$ cat src/rtl/priority_interrupt_controller_defines.svh
// ----------------------------------------------------------------------------
// Assertion macros for the priority interrupt controller
// Shared concurrent assertion forms, clocked on clk and disabled in reset.
// ----------------------------------------------------------------------------
`ifndef PRIORITY_INTERRUPT_CONTROLLER_DEFINES_SVH
`define PRIORITY_INTERRUPT_CONTROLLER_DEFINES_SVH

// condition implies property in the same cycle
`define PIC_ASSERT_NOW(label, cond, prop, msg) \
  label: assert property (@(posedge clk) disable iff (rst) (cond) |-> (prop)) \
    else $error(msg);

// condition implies property in the next cycle
`define PIC_ASSERT_NEXT(label, cond, prop, msg) \
  label: assert property (@(posedge clk) disable iff (rst) (cond) |=> (prop)) \
    else $error(msg);

`endif

$ cat src/rtl/pic_pkg.sv
// ----------------------------------------------------------------------------
// Priority interrupt controller package
// Command, init step and end-of-interrupt codes, plus the rotating priority
// encoders shared by the controller.
// ----------------------------------------------------------------------------
package pic_pkg;

  typedef enum logic [1:0] {
    CMD_LEVEL = 2'd0,
    CMD_WRITE = 2'd1,
    CMD_READ  = 2'd2,
    CMD_ACK   = 2'd3
  } cmd_t;

  typedef enum logic [1:0] {
    INIT_DONE = 2'd0,
    INIT_ICW2 = 2'd1,
    INIT_ICW3 = 2'd2,
    INIT_ICW4 = 2'd3
  } init_step_t;

  typedef enum logic [2:0] {
    OP_AEOI_ROTATE_CLEAR = 3'd0,
    OP_EOI               = 3'd1,
    OP_NOP               = 3'd2,
    OP_SPECIFIC_EOI      = 3'd3,
    OP_AEOI_ROTATE_SET   = 3'd4,
    OP_ROTATE_EOI        = 3'd5,
    OP_SET_PRIORITY      = 3'd6,
    OP_ROTATE_SPECIFIC   = 3'd7
  } ocw2_op_t;

  localparam logic PORT_COMMAND = 1'b0;
  localparam logic PORT_DATA    = 1'b1;

  localparam logic CFG_LEVEL_TRIGGER = 1'b0;
  localparam logic CFG_IS_MASTER     = 1'b1;

  localparam int BIT_ICW1     = 4;
  localparam int BIT_OCW3     = 3;
  localparam int BIT_POLL     = 2;
  localparam int BIT_READ_REG = 1;
  localparam int BIT_SMM_SET  = 6;
  localparam int BIT_SMM_VAL  = 5;
  localparam int BIT_LTIM     = 3;
  localparam int BIT_SNGL     = 1;
  localparam int BIT_IC4      = 0;
  localparam int BIT_SFNM     = 4;
  localparam int BIT_AEOI     = 1;

  localparam logic [7:0] SLAVE_LINE_BIT = 8'h04;
  localparam logic [7:0] POLL_FLAG      = 8'h80;
  localparam logic [3:0] NO_LINE        = 4'd8;

  function automatic logic [3:0] best_rank(input logic [7:0] bits,
                                           input logic [2:0] base);
    logic [15:0] dbl;
    logic [7:0]  rot;
    logic [3:0]  r;
    dbl = {bits, bits} >> base;
    rot = dbl[7:0];
    r   = NO_LINE;
    for (int i = 7; i >= 0; i--) begin
      if (rot[i]) begin
        r = 4'(i);
      end
    end
    return r;
  endfunction

  function automatic logic [3:0] pending_line(input logic [7:0] req,
                                              input logic [7:0] mask,
                                              input logic [7:0] svc,
                                              input logic [2:0] base,
                                              input logic       smm,
                                              input logic       nested);
    logic [7:0] cur;
    logic [3:0] want;
    logic [3:0] held;
    logic [3:0] ln;
    want = best_rank(req & ~mask, base);
    cur  = svc;
    if (smm) begin
      cur = cur & ~mask;
    end
    if (nested) begin
      cur = cur & ~SLAVE_LINE_BIT;
    end
    held = best_rank(cur, base);
    ln   = NO_LINE;
    if (want != NO_LINE && want < held) begin
      ln = {1'b0, want[2:0] + base};
    end
    return ln;
  endfunction

endpackage

$ cat src/rtl/priority_interrupt_controller.sv
// ----------------------------------------------------------------------------
// Priority interrupt controller
// Each item moves from the input register into the result register, and
// waits in the input register while the result register is stalled.
// Throughput: one item per cycle unless result_stall holds, set by the single
// state update between the two registers. Synchronous active-high reset
// clears both stages, all controller state and the configuration registers.
// ----------------------------------------------------------------------------
`include "priority_interrupt_controller_defines.svh"

module priority_interrupt_controller (
  input  logic       clk,
  input  logic       rst,
  input  logic       cfg_write,
  input  logic       cfg_index,
  input  logic [7:0] cfg_data,
  input  logic       item_valid,
  output logic       item_stall,
  input  logic [1:0] cmd,
  input  logic [2:0] line,
  input  logic       level,
  input  logic       port_addr,
  input  logic [7:0] write_data,
  output logic       result_valid,
  input  logic       result_stall,
  output logic [7:0] read_data,
  output logic [7:0] vector,
  output logic       int_request,
  output logic       unsupported
);

  logic [7:0] level_trigger_mask;
  logic       is_master;

  logic       busy;
  logic [1:0] cmd_q;
  logic [2:0] line_q;
  logic       level_q;
  logic       addr_q;
  logic [7:0] data_q;
  logic       advance;

  logic [7:0] line_last_level, line_last_level_next;
  logic [7:0] request_bits, request_bits_next;
  logic [7:0] mask_bits, mask_bits_next;
  logic [7:0] service_bits, service_bits_next;
  logic [2:0] priority_base, priority_base_next;
  logic [4:0] vector_base, vector_base_next;
  logic       read_service_select, read_service_select_next;
  logic       poll_pending, poll_pending_next;
  logic       special_mask_mode, special_mask_mode_next;
  pic_pkg::init_step_t init_step, init_step_next;
  logic       auto_end_mode, auto_end_mode_next;
  logic       rotate_on_auto_end, rotate_on_auto_end_next;
  logic       fully_nested_mode, fully_nested_mode_next;
  logic       fourth_word_needed, fourth_word_needed_next;
  logic       single_controller, single_controller_next;

  logic [7:0] rd_next;
  logic [7:0] vec_next;
  logic       flag_next;
  logic       int_next;
  logic [3:0] pend_now;
  logic       take;
  logic [2:0] take_ln;
  logic [7:0] take_bit;
  logic [7:0] line_bit;
  logic [3:0] eoi_rank;
  logic [2:0] eoi_ln;

  assign advance    = busy && (!result_valid || !result_stall);
  assign item_stall = busy && !advance;

  always_ff @(posedge clk) begin
    if (rst) begin
      level_trigger_mask <= 8'h00;
      is_master          <= 1'b0;
    end else if (cfg_write) begin
      unique case (cfg_index)
        pic_pkg::CFG_LEVEL_TRIGGER: level_trigger_mask <= cfg_data;
        pic_pkg::CFG_IS_MASTER:     is_master          <= cfg_data[0];
        default:                    is_master          <= is_master;
      endcase
    end
  end

  // input register
  always_ff @(posedge clk) begin
    if (rst) begin
      busy <= 1'b0;
    end else if (!item_stall) begin
      busy <= item_valid;
    end
  end

  always_ff @(posedge clk) begin
    if (!item_stall) begin
      cmd_q   <= cmd;
      line_q  <= line;
      level_q <= level;
      addr_q  <= port_addr;
      data_q  <= write_data;
    end
  end

  assign pend_now = pic_pkg::pending_line(request_bits, mask_bits, service_bits,
                                          priority_base, special_mask_mode,
                                          fully_nested_mode && is_master);
  assign line_bit = 8'h01 << line_q;
  assign eoi_rank = pic_pkg::best_rank(service_bits, priority_base);
  assign eoi_ln   = eoi_rank[2:0] + priority_base;
  assign take_ln  = pend_now[2:0];
  assign take_bit = 8'h01 << take_ln;

  always_comb begin
    line_last_level_next     = line_last_level;
    request_bits_next        = request_bits;
    mask_bits_next           = mask_bits;
    service_bits_next        = service_bits;
    priority_base_next       = priority_base;
    vector_base_next         = vector_base;
    read_service_select_next = read_service_select;
    poll_pending_next        = poll_pending;
    special_mask_mode_next   = special_mask_mode;
    init_step_next           = init_step;
    auto_end_mode_next       = auto_end_mode;
    rotate_on_auto_end_next  = rotate_on_auto_end;
    fully_nested_mode_next   = fully_nested_mode;
    fourth_word_needed_next  = fourth_word_needed;
    single_controller_next   = single_controller;
    rd_next   = 8'h00;
    vec_next  = 8'h00;
    flag_next = 1'b0;
    take      = 1'b0;

    unique case (pic_pkg::cmd_t'(cmd_q))
      pic_pkg::CMD_LEVEL: begin
        if (level_q) begin
          if ((level_trigger_mask & line_bit) != 8'h00 ||
              (line_last_level & line_bit) == 8'h00) begin
            request_bits_next = request_bits | line_bit;
          end
          line_last_level_next = line_last_level | line_bit;
        end else begin
          if ((level_trigger_mask & line_bit) != 8'h00) begin
            request_bits_next = request_bits & ~line_bit;
          end
          line_last_level_next = line_last_level & ~line_bit;
        end
      end
      pic_pkg::CMD_WRITE: begin
        if (addr_q == pic_pkg::PORT_COMMAND) begin
          priority if (data_q[pic_pkg::BIT_ICW1]) begin
            line_last_level_next     = 8'h00;
            request_bits_next        = 8'h00;
            mask_bits_next           = 8'h00;
            service_bits_next        = 8'h00;
            priority_base_next       = 3'd0;
            vector_base_next         = 5'd0;
            read_service_select_next = 1'b0;
            poll_pending_next        = 1'b0;
            special_mask_mode_next   = 1'b0;
            init_step_next           = pic_pkg::INIT_ICW2;
            auto_end_mode_next       = 1'b0;
            rotate_on_auto_end_next  = 1'b0;
            fully_nested_mode_next   = 1'b0;
            fourth_word_needed_next  = data_q[pic_pkg::BIT_IC4];
            single_controller_next   = data_q[pic_pkg::BIT_SNGL];
            flag_next                = data_q[pic_pkg::BIT_LTIM];
          end else if (data_q[pic_pkg::BIT_OCW3]) begin
            if (data_q[pic_pkg::BIT_POLL]) begin
              poll_pending_next = 1'b1;
            end
            if (data_q[pic_pkg::BIT_READ_REG]) begin
              read_service_select_next = data_q[0];
            end
            if (data_q[pic_pkg::BIT_SMM_SET]) begin
              special_mask_mode_next = data_q[pic_pkg::BIT_SMM_VAL];
            end
          end else begin
            unique case (pic_pkg::ocw2_op_t'(data_q[7:5]))
              pic_pkg::OP_AEOI_ROTATE_CLEAR: rotate_on_auto_end_next = 1'b0;
              pic_pkg::OP_AEOI_ROTATE_SET:   rotate_on_auto_end_next = 1'b1;
              pic_pkg::OP_EOI: begin
                if (eoi_rank != pic_pkg::NO_LINE) begin
                  service_bits_next = service_bits & ~(8'h01 << eoi_ln);
                end
              end
              pic_pkg::OP_ROTATE_EOI: begin
                if (eoi_rank != pic_pkg::NO_LINE) begin
                  service_bits_next  = service_bits & ~(8'h01 << eoi_ln);
                  priority_base_next = eoi_ln + 3'd1;
                end
              end
              pic_pkg::OP_SPECIFIC_EOI: begin
                service_bits_next = service_bits & ~(8'h01 << data_q[2:0]);
              end
              pic_pkg::OP_SET_PRIORITY: begin
                priority_base_next = data_q[2:0] + 3'd1;
              end
              pic_pkg::OP_ROTATE_SPECIFIC: begin
                service_bits_next  = service_bits & ~(8'h01 << data_q[2:0]);
                priority_base_next = data_q[2:0] + 3'd1;
              end
              pic_pkg::OP_NOP: begin
                service_bits_next = service_bits;
              end
              default: begin
                service_bits_next = service_bits;
              end
            endcase
          end
        end else begin
          unique case (init_step)
            pic_pkg::INIT_DONE: mask_bits_next = data_q;
            pic_pkg::INIT_ICW2: begin
              vector_base_next = data_q[7:3];
              if (!single_controller) begin
                init_step_next = pic_pkg::INIT_ICW3;
              end else if (fourth_word_needed) begin
                init_step_next = pic_pkg::INIT_ICW4;
              end else begin
                init_step_next = pic_pkg::INIT_DONE;
              end
            end
            pic_pkg::INIT_ICW3: begin
              init_step_next = fourth_word_needed ? pic_pkg::INIT_ICW4 :
                                                    pic_pkg::INIT_DONE;
            end
            pic_pkg::INIT_ICW4: begin
              fully_nested_mode_next = data_q[pic_pkg::BIT_SFNM];
              auto_end_mode_next     = data_q[pic_pkg::BIT_AEOI];
              init_step_next         = pic_pkg::INIT_DONE;
            end
            default: init_step_next = pic_pkg::INIT_DONE;
          endcase
        end
      end
      pic_pkg::CMD_READ: begin
        if (poll_pending) begin
          poll_pending_next = 1'b0;
          if (pend_now != pic_pkg::NO_LINE) begin
            take    = 1'b1;
            rd_next = pic_pkg::POLL_FLAG | {5'd0, pend_now[2:0]};
          end
        end else if (addr_q == pic_pkg::PORT_COMMAND) begin
          rd_next = read_service_select ? service_bits : request_bits;
        end else begin
          rd_next = mask_bits;
        end
      end
      pic_pkg::CMD_ACK: begin
        if (pend_now != pic_pkg::NO_LINE) begin
          take     = 1'b1;
          vec_next = {vector_base, pend_now[2:0]};
        end else begin
          vec_next = {vector_base, 3'd7};
        end
      end
      default: begin
        rd_next = 8'h00;
      end
    endcase

    if (take) begin
      if (auto_end_mode) begin
        if (rotate_on_auto_end) begin
          priority_base_next = take_ln + 3'd1;
        end
      end else begin
        service_bits_next = service_bits | take_bit;
      end
      if ((level_trigger_mask & take_bit) == 8'h00) begin
        request_bits_next = request_bits & ~take_bit;
      end
    end

    int_next = pic_pkg::pending_line(request_bits_next, mask_bits_next,
                                     service_bits_next, priority_base_next,
                                     special_mask_mode_next,
                                     fully_nested_mode_next && is_master)
               != pic_pkg::NO_LINE;
  end

  // controller state, advanced once per transfer into the result register
  always_ff @(posedge clk) begin
    if (rst) begin
      line_last_level     <= 8'h00;
      request_bits        <= 8'h00;
      mask_bits           <= 8'h00;
      service_bits        <= 8'h00;
      priority_base       <= 3'd0;
      vector_base         <= 5'd0;
      read_service_select <= 1'b0;
      poll_pending        <= 1'b0;
      special_mask_mode   <= 1'b0;
      init_step           <= pic_pkg::INIT_DONE;
      auto_end_mode       <= 1'b0;
      rotate_on_auto_end  <= 1'b0;
      fully_nested_mode   <= 1'b0;
      fourth_word_needed  <= 1'b0;
      single_controller   <= 1'b0;
    end else if (advance) begin
      line_last_level     <= line_last_level_next;
      request_bits        <= request_bits_next;
      mask_bits           <= mask_bits_next;
      service_bits        <= service_bits_next;
      priority_base       <= priority_base_next;
      vector_base         <= vector_base_next;
      read_service_select <= read_service_select_next;
      poll_pending        <= poll_pending_next;
      special_mask_mode   <= special_mask_mode_next;
      init_step           <= init_step_next;
      auto_end_mode       <= auto_end_mode_next;
      rotate_on_auto_end  <= rotate_on_auto_end_next;
      fully_nested_mode   <= fully_nested_mode_next;
      fourth_word_needed  <= fourth_word_needed_next;
      single_controller   <= single_controller_next;
    end
  end

  // result register
  always_ff @(posedge clk) begin
    if (rst) begin
      result_valid <= 1'b0;
    end else if (advance) begin
      result_valid <= 1'b1;
    end else if (!result_stall) begin
      result_valid <= 1'b0;
    end
  end

  always_ff @(posedge clk) begin
    if (advance) begin
      read_data   <= rd_next;
      vector      <= vec_next;
      int_request <= int_next;
      unsupported <= flag_next;
    end
  end

  `PIC_ASSERT_NEXT(a_advance_fills, advance, result_valid, "result lost after transfer")
  `PIC_ASSERT_NOW(a_empty_no_stall, !busy, !item_stall, "stall with empty input register")
  `PIC_ASSERT_NOW(a_int_matches_state, result_valid,
                  int_request == (pend_now != pic_pkg::NO_LINE), "interrupt output mismatch")
  `PIC_ASSERT_NOW(a_icw1_restarts, result_valid && unsupported,
                  init_step == pic_pkg::INIT_ICW2 && service_bits == 8'h00,
                  "flagged init word did not restart init sequence")

endmodule
$ cat config.mk
export PLATFORM = sky130hd
export DESIGN_NAME = priority_interrupt_controller
export DESIGN_NICKNAME = d
export VERILOG_FILES = /design/src/rtl/pic_pkg.sv /design/src/rtl/priority_interrupt_controller.sv
export VERILOG_INCLUDE_DIRS = /design/src /design/src/rtl
export SDC_FILE = /design/constraint.sdc
export NUM_CORES = 1
export LEC_CHECK = 0
export ABC_AREA = 1
export BUFFER_PORTS_ARGS = -buffer_cell sky130_fd_sc_hd__buf_4
export CAP_MARGIN = 15
export CELL_PAD_IN_SITES_DETAIL_PLACEMENT = 1
export CELL_PAD_IN_SITES_GLOBAL_PLACEMENT = 1
export CORE_MARGIN = 3
export CORE_UTILIZATION = 40
export CTS_BUF_LIST = sky130_fd_sc_hd__clkbuf_4
export CTS_CLUSTER_DIAMETER = 50
export DETAILED_ROUTE_END_ITERATION = 8
export PLACE_DENSITY = 0.82
export SKIP_CTS_REPAIR_TIMING = 1
export SYNTH_ARGS = -nofsm -noshare
export SYNTH_HDL_FRONTEND = slang
export SYNTH_SLANG_ARGS = --single-unit
$ cat constraint.sdc
create_clock -name clk -period 8.1 [get_ports clk]
set_input_delay 1.62 -clock clk [delete_from_list [all_inputs] [get_ports clk]]
set_output_delay 1.62 -clock clk [all_outputs]
set_load 0.02 [all_outputs]
=== After elaboration in Yosys (flattened, before gate mapping) ===
Index checks and enable logic that the tools add are counted.

* Register bits after elaboration: 94
* Bits in latches: 0
* Bits in writable memories: 0
* ROM bits: 0
* Output and inout port bits: 20
* Word-level logic and storage cells: 253
* Memories kept: 0

* Add/sub/neg operators: 6
* $mul: 0
* Div/mod/pow operators: 0
* Magnitude comparators: 2
* Equal/unequal tests: 26
* Shift operators: 9
* Multiplexer cells: 120
* Bitwise gates (word level): 25
* Reductions and logical operators: 37

{| class="wikitable"
|+ Operator list
! cell !! number
|-
| 8-bit 2-to-1 mux || 27
|-
| 4-bit 2-to-1 mux || 42
|-
| 8-bit bitwise AND || 12
|-
| 16-bit by 3-bit >> shifter with 8-bit output || 5
|-
| 8-bit NOT || 6
|-
| 8-bit one-hot mux with 2 select lines || 3
|-
| 3-bit 2-to-1 mux || 11
|-
| 1-bit by 3-bit << shifter with 8-bit output (first input constant) || 4
|-
| 1-bit 2-to-1 mux || 25
|-
| 8-bit bitwise OR || 3
|-
| 4-bit inequality test (second input constant) || 5
|-
| 4-bit AND reduction || 5
|-
| 8-bit zero test || 2
|-
| 5-bit 2-to-1 mux || 3
|-
| 5-bit AND reduction || 3
|-
| 3-bit equality test (second input constant) || 4
|-
| 2-bit nonzero test || 5
|-
| 3-bit by 1-bit adder with 3-bit output (second input constant) || 3
|-
| 3-bit adder || 3
|-
| 2-bit equality test (second input constant) || 4
|-
| 4-bit < comparator || 2
|-
| 2-bit 2-to-1 mux || 4
|-
| 2-bit by 1-bit inequality test with 1-bit output (second input constant) || 4
|-
| 8-bit nonzero test || 1
|-
| 19 further kinds || 39
|}

=== Longest topological paths before layout ===
* Word-level depth: 37
* Mapped depth: 47
* Mapped depth without buffers: 46

=== Worst setup path before layout ===
No wires, ideal clock.

* Path type: register -> register
* Start point: register priority_base[0]
* End point: register int_request, data pin
* Setup time: 0.140 ns
* Data arrival time: 5.083 ns
* Required time: 7.960 ns
* Setup slack: 2.876 ns
* Cell stages (with the launch flop): 39
* Period minus slack after synthesis: 5.224 ns
* Path through: dfxtp_1 -> buf_6 -> buf_6 -> buf_6 -> o211ai_1 -> o21ai_1 -> inv_1 -> o21ai_0 -> inv_1 -> o21ai_0 -> nand2_1 -> nand2_1 -> nand2_1 -> a21boi_0 -> ha_1 -> inv_1 -> fa_1 -> xor2_1 -> (+3 left out) -> ha_1 -> o211ai_1 -> o211ai_1 -> o211ai_1 -> o21ai_0 -> o21a_1 -> inv_1 -> buf_4 -> buf_2 -> nand3_1 -> o21ai_0 -> nand2_1 -> nor3_1 -> nand4_1 -> ha_1 -> a21oi_1 -> nand2_1 -> a21oi_2

* Cells in the longest elaborated chain, start to end: 37
* Elaborated cells on any way between the ends: 96
* Classes of those cells: add/sub: 5; order compare: 2; eq/ne: 5; shift: 7; mux: 66; bitwise: 8; reduce/logical: 3

{| class="wikitable"
|+ Ends and longest elaborated chain
! element !! line !! text
|-
| from (decl) || priority_interrupt_controller.sv:47 || <nowiki>logic [2:0] priority_base, priority_base_next;</nowiki>
|-
| from (signal assigned) || priority_interrupt_controller.sv:308 || <nowiki>priority_base <= priority_base_next;</nowiki>
|-
| 16-bit by 3-bit >> shifter with 8-bit output || pic_pkg.sv:60 || <nowiki>dbl = {bits, bits} >> base;</nowiki>
|-
| 4-bit 2-to-1 mux (8 in a row) || pic_pkg.sv:64 || <nowiki>if (rot[i]) begin</nowiki>
|-
| 3-bit adder || priority_interrupt_controller.sv:111 || <nowiki>assign eoi_ln = eoi_rank[2:0] + priority_base;</nowiki>
|-
| 1-bit by 3-bit << shifter with 8-bit output || priority_interrupt_controller.sv:186, priority_interrupt_controller.sv:191 ||
|-
| 8-bit NOT || priority_interrupt_controller.sv:186, priority_interrupt_controller.sv:191 ||
|-
| 8-bit bitwise AND || priority_interrupt_controller.sv:186, priority_interrupt_controller.sv:191 ||
|-
| 8-bit 2-to-1 mux || priority_interrupt_controller.sv:185, priority_interrupt_controller.sv:190 ||
|-
| 8-bit one-hot mux with 2 select lines || priority_interrupt_controller.sv:181 || <nowiki>unique case (pic_pkg::ocw2_op_t'(data_q[7:5]))</nowiki>
|-
| (+8 left out) || - ||
|-
| 3-bit 2-to-1 mux || pic_pkg.sv:86 || <nowiki>if (nested) begin</nowiki>
|-
| 16-bit by 3-bit >> shifter with 8-bit output || pic_pkg.sv:60 ||
|-
| 4-bit 2-to-1 mux (8 in a row) || pic_pkg.sv:64 ||
|-
| 4-bit < comparator || pic_pkg.sv:91 || <nowiki>if (want != NO_LINE && want < held) begin</nowiki>
|-
| 1-bit logical AND || pic_pkg.sv:91 ||
|-
| 4-bit 2-to-1 mux (*) || pic_pkg.sv:91 ||
|-
| 4-bit inequality test (*) || priority_interrupt_controller.sv:282 || <nowiki>!= pic_pkg::NO_LINE;</nowiki>
|-
| net int_next || priority_interrupt_controller.sv:62 || <nowiki>logic int_next;</nowiki>
|-
| to (signal assigned) || priority_interrupt_controller.sv:337 || <nowiki>int_request <= int_next;</nowiki>
|-
| to (decl) || priority_interrupt_controller.sv:28 || <nowiki>output logic int_request,</nowiki>
|}

Mark *: on every way through the listed nets, which the timed path passes. The rest lies on a longest branch.
A chain may end at the register's enable or synchronous reset.

=== Worst setup path in the final report ===
Same ends and word-level chain as after synthesis.

==> results.py <==
metrics = {
    "outcome": {
        "run_status": "completed",
    },
    "power": {
        "pwr_density_cell_mw_per_mm2": 202,
        "ir_drop_v": 0.0000906,
        "p_leak_nw": 3.76,
    },
    "global_route": {
        "grt_overflow_total": 0,
        "global_route.usage.total": 0.266,
        "largest_net_degree_at_the_start_of_global_routing": 46,
        "grt_met2_use": 0.446,
        "antenna_violations_before_repair": 0,
        "groute.layer.met1.usage": 0.355,
        "first_global_vias": 8568,
        "top_usage_layer": "met2",
        "first_pass_grt_wire_length_mm": 46.0,
        "grtUsageMet3": 0.0380,
    },
    "synthesis": {
        "synthDominantAreaCellType": "sky130_fd_sc_hd__dfxtp_1",
        "yosysWarningCount": 0,
        "synth_nets": 1266,
        "syn_inst_count": 1212,
        "dominantRegCellSynth": "sky130_fd_sc_hd__dfxtp_1",
        "synth-simple-area-share": 0.320,
        "synth_seq_cells": 94,
        "yosys.area_share.adder": 0.0420,
        "synth_async_sr_flop_share": 0,
        "synth_enable_flop_cells": 33,
        "synth_compound_gate_area_share": 0.234,
        "synth-xor-area-share": 0.00577,
        "synthDominantCellAreaShare": 0.157,
        "synthMostInstantiatedCell": "sky130_fd_sc_hd__nand2_1",
        "netlist_top_cells_area": "sky130_fd_sc_hd__dfxtp_1 16%, sky130_fd_sc_hd__nand2_1 14%, sky130_fd_sc_hd__edfxtp_1 13%",
        "seq_area_frac_synth": 0.284,
        "combinational_family_with_the_most_area_after_synthesis": "simple AND/OR/NAND/NOR gates",
        "synth.cells.most_frequent": "299 x sky130_fd_sc_hd__nand2_1, 150 x sky130_fd_sc_hd__inv_1, 135 x sky130_fd_sc_hd__nand3_1",
        "synthMuxAreaShare": 0.00128,
        "syn-cell-area_sq_mm": 0.00780,
        "post_synth_num_cell_types": 57,
        "syn_avg_cell_area_sq_um": 6.44,
    },
    "place": {
        "portBuffers": 48,
        "post-dp-hpwl_mm": 21.8,
        "gp_congestion": 0.951,
    },
    "sta": {
        "final_period_util": 0.867,
        "max_slew.worst_pin.slew_ps": 1010,
        "timing.final.max_slew_violations": 0,
        "max_slew_headroom": 0.323,
        "timing.clock.skew_ps": 31.8,
        "tns_ps": 0,
        "post-route-min-period_ps": 7020,
        "hold_violations": 0,
        "finalSetupViolations": 0,
        "fmaxAchievable_mhz": 142,
        "grt_setup_unrepaired": "false",
    },
    "critical_path": {
        "worst-r2r-setup-slack_ps": 1080,
        "worst_path_max_delay_cell": "sky130_fd_sc_hd__dfxtp_1",
        "worst-endpoint-required_ps": 8480,
        "critPathBufInv": 6,
        "cell_family_with_the_largest_share_of_critical_path_delay": "compound AO/OA/AOI/OAI gates",
        "critPathCaptureType": "flip-flop",
        "critPathMaxFanout": 20,
        "critPathArrivalTime_ps": 7400,
        "timing.critical_path.mode_cell": "sky130_fd_sc_hd__nand2_1",
        "worst_setup_path_start_kind": "flip-flop",
        "worst_setup_path_class": "reg2reg",
        "cp_slowest_stage_delay_ps": 790,
    },
    "floorplan": {
        "std_cell_rows": 50,
        "design.portCount": 49,
        "die_area_sq_mm": 0.0212,
        "initial_utilization": 0.412,
        "fp.dieW_um": 146,
        "dieHeight_um": 146,
        "floorplan.core_area_sq_mm": 0.0190,
    },
    "final_layout": {
        "final_antenna_diode_count": 0,
        "area_growth_pct": 7.97,
        "fin_nets": 1286,
        "final_layout_size_suffix_gt1_frac": 0.0905,
        "fill_cells": 2609,
        "finalCoreUtilization": 0.444,
    },
    "detailed_routing": {
        "route.detailed.wl_per_inst_um": 18.8,
        "drt_iter0_drc": 699,
        "iteration_count_of_the_initial_detailed_routing_pass": 5,
        "route.final.wire_length_mm": 28.2,
        "vias": 8471,
        "drc": 0,
        "final_antenna_net_count": 0,
        "vias_per_cell": 5.66,
    },
    "run": {
        "max_cap_viol_count": 0,
    },
    "clocking": {
        "cts.sinks": 94,
        "htreeDepth": 3,
        "clock_insertion_delay_worst_skew_ps": 530,
        "clock_tree.root_cell": "sky130_fd_sc_hd__clkbuf_4",
        "cts_buffer_count": 9,
        "clock_slew_seen_by_the_registers_of_the_worst_setup_and_hold_paths_ps": 210,
        "clk_path_buf_depth": 2,
        "cts_tree": "built",
    },
    "worst_hold_path": {
        "holdCritPathClass": "reg2reg",
    },
}
registers in the layout, summed over array words and instances (netlist names), 2 cells and up:
| name | count |
|---|---|
| mask_bits | 8 |
| line_last_level | 8 |
| level_trigger_mask | 8 |
| priority_base | 3 |
| read_data | 8 |
| vector | 8 |
| vector_base | 5 |
| line_q | 3 |
| service_bits | 8 |
| cmd_q | 2 |
| init_step | 2 |
| request_bits | 8 |
| data_q | 8 |
logic make-up (layout without fill, tap and decap cells):
family,after synthesis,in the layout
adder cells (fa/ha/maj),25,25
multiplexers,1,1
flip-flops,94,94
XOR/XNOR,3,3
buffers and inverters,206,231
AND/OR/NAND/NOR,568,568
AO/OA/AOI/OAI,315,315
tightest hold or removal path: cells and delay by family (launching register included):
family / cells / cell delay (ps)
DFF: 1 / 340
AOI/OAI and AO/OA: 1 / 60
buffers and inverters: 1 / 60
routing by layer:
metal / vias up / part of all wire / wire (um)
met1: 4025 / 0.45 / 12600
met5: - / 0 / 0
li1: 4149 / - / -
met3: 50 / 0.055 / 1540
met4: 0 / 0.030 / 837
met2: 247 / 0.47 / 13200
layout make-up:
| type | count | area (sq um) | area share |
|---|---|---|---|
| clock buffers | 9 | 67.6 | 0.00802 |
| clock inverters | 7 | 81.3 | 0.00965 |
| inverters | 161 | 617 | 0.0732 |
| multi-input cells | 912 | 4720 | 0.560 |
| flip-flops and latches | 94 | 2210 | 0.263 |
| well taps | 260 | 325 | 0.0386 |
| repair buffers | 54 | 405 | 0.0481 |
layout by cell type (no fill, tap or decap), types with 2 or more instances in the layout:
master / count
sky130_fd_sc_hd__nand2_1: 299
sky130_fd_sc_hd__inv_1: 150
sky130_fd_sc_hd__nand3_1: 135
sky130_fd_sc_hd__a21oi_1: 101
sky130_fd_sc_hd__o21ai_0: 99
sky130_fd_sc_hd__nor2_1: 75
sky130_fd_sc_hd__dfxtp_1: 61
sky130_fd_sc_hd__buf_4: 54
sky130_fd_sc_hd__edfxtp_1: 33
sky130_fd_sc_hd__o211ai_1: 30
sky130_fd_sc_hd__ha_1: 23
sky130_fd_sc_hd__o21ai_1: 21
sky130_fd_sc_hd__nor3_1: 18
sky130_fd_sc_hd__a211oi_1: 16
sky130_fd_sc_hd__o22ai_1: 15
sky130_fd_sc_hd__nand4_1: 13
sky130_fd_sc_hd__clkbuf_4: 9
sky130_fd_sc_hd__a31oi_1: 7
sky130_fd_sc_hd__nor2_4: 5
sky130_fd_sc_hd__inv_6: 5
sky130_fd_sc_hd__inv_2: 5
sky130_fd_sc_hd__nor2_2: 5
sky130_fd_sc_hd__nand3_2: 4
sky130_fd_sc_hd__nand2_2: 4
sky130_fd_sc_hd__o21a_1: 3
sky130_fd_sc_hd__clkinv_1: 3
sky130_fd_sc_hd__o21ai_2: 3
sky130_fd_sc_hd__nand2_4: 2
sky130_fd_sc_hd__nor4_1: 2
sky130_fd_sc_hd__o21bai_1: 2
sky130_fd_sc_hd__xor2_1: 2
sky130_fd_sc_hd__nand3b_1: 2
sky130_fd_sc_hd__o2111ai_1: 2
sky130_fd_sc_hd__o31ai_1: 2
sky130_fd_sc_hd__o221a_2: 2
sky130_fd_sc_hd__a21o_1: 2
sky130_fd_sc_hd__fa_1: 2
sky130_fd_sc_hd__inv_8: 2
sky130_fd_sc_hd__clkinv_8: 2
per-stage QoR:
step / hold slack (ps) / power (mW) / instance area [sq um] / cells / setup slack, ps
after floorplan: 436 / 1.18 / 7800 / 1212 / 2880
after global placement: 454 / 1.38 / 8280 / 1481 / 1650
after detailed placement: 462 / 1.41 / 8280 / 1481 / 1280
after CTS: 485 / 1.70 / 8420 / 1497 / 1220
after global routing: 516 / 1.84 / 8420 / 1497 / 508
final: 485 / 1.70 / 8420 / 1497 / 1080
final timing paths:
path | startpoint | end | cells after the start
setup / recovery | priority_base[0] | int_request | 36
hold / removal | vector_base[2] | vector_base[2] | 2
setup reg to reg | priority_base[0] | int_request | 36
hold reg to reg | vector_base[2] | vector_base[2] | 2
power by group:
| part | total (mW) | internal, mW | switching (mW) |
|---|---|---|---|
| clock | 0.296 | 0.0759 | 0.220 |
| sequential | 0.561 | 0.520 | 0.0402 |
| combinational | 0.846 | 0.266 | 0.580 |
No activity file was read; power rests on OpenSTA's default activity.
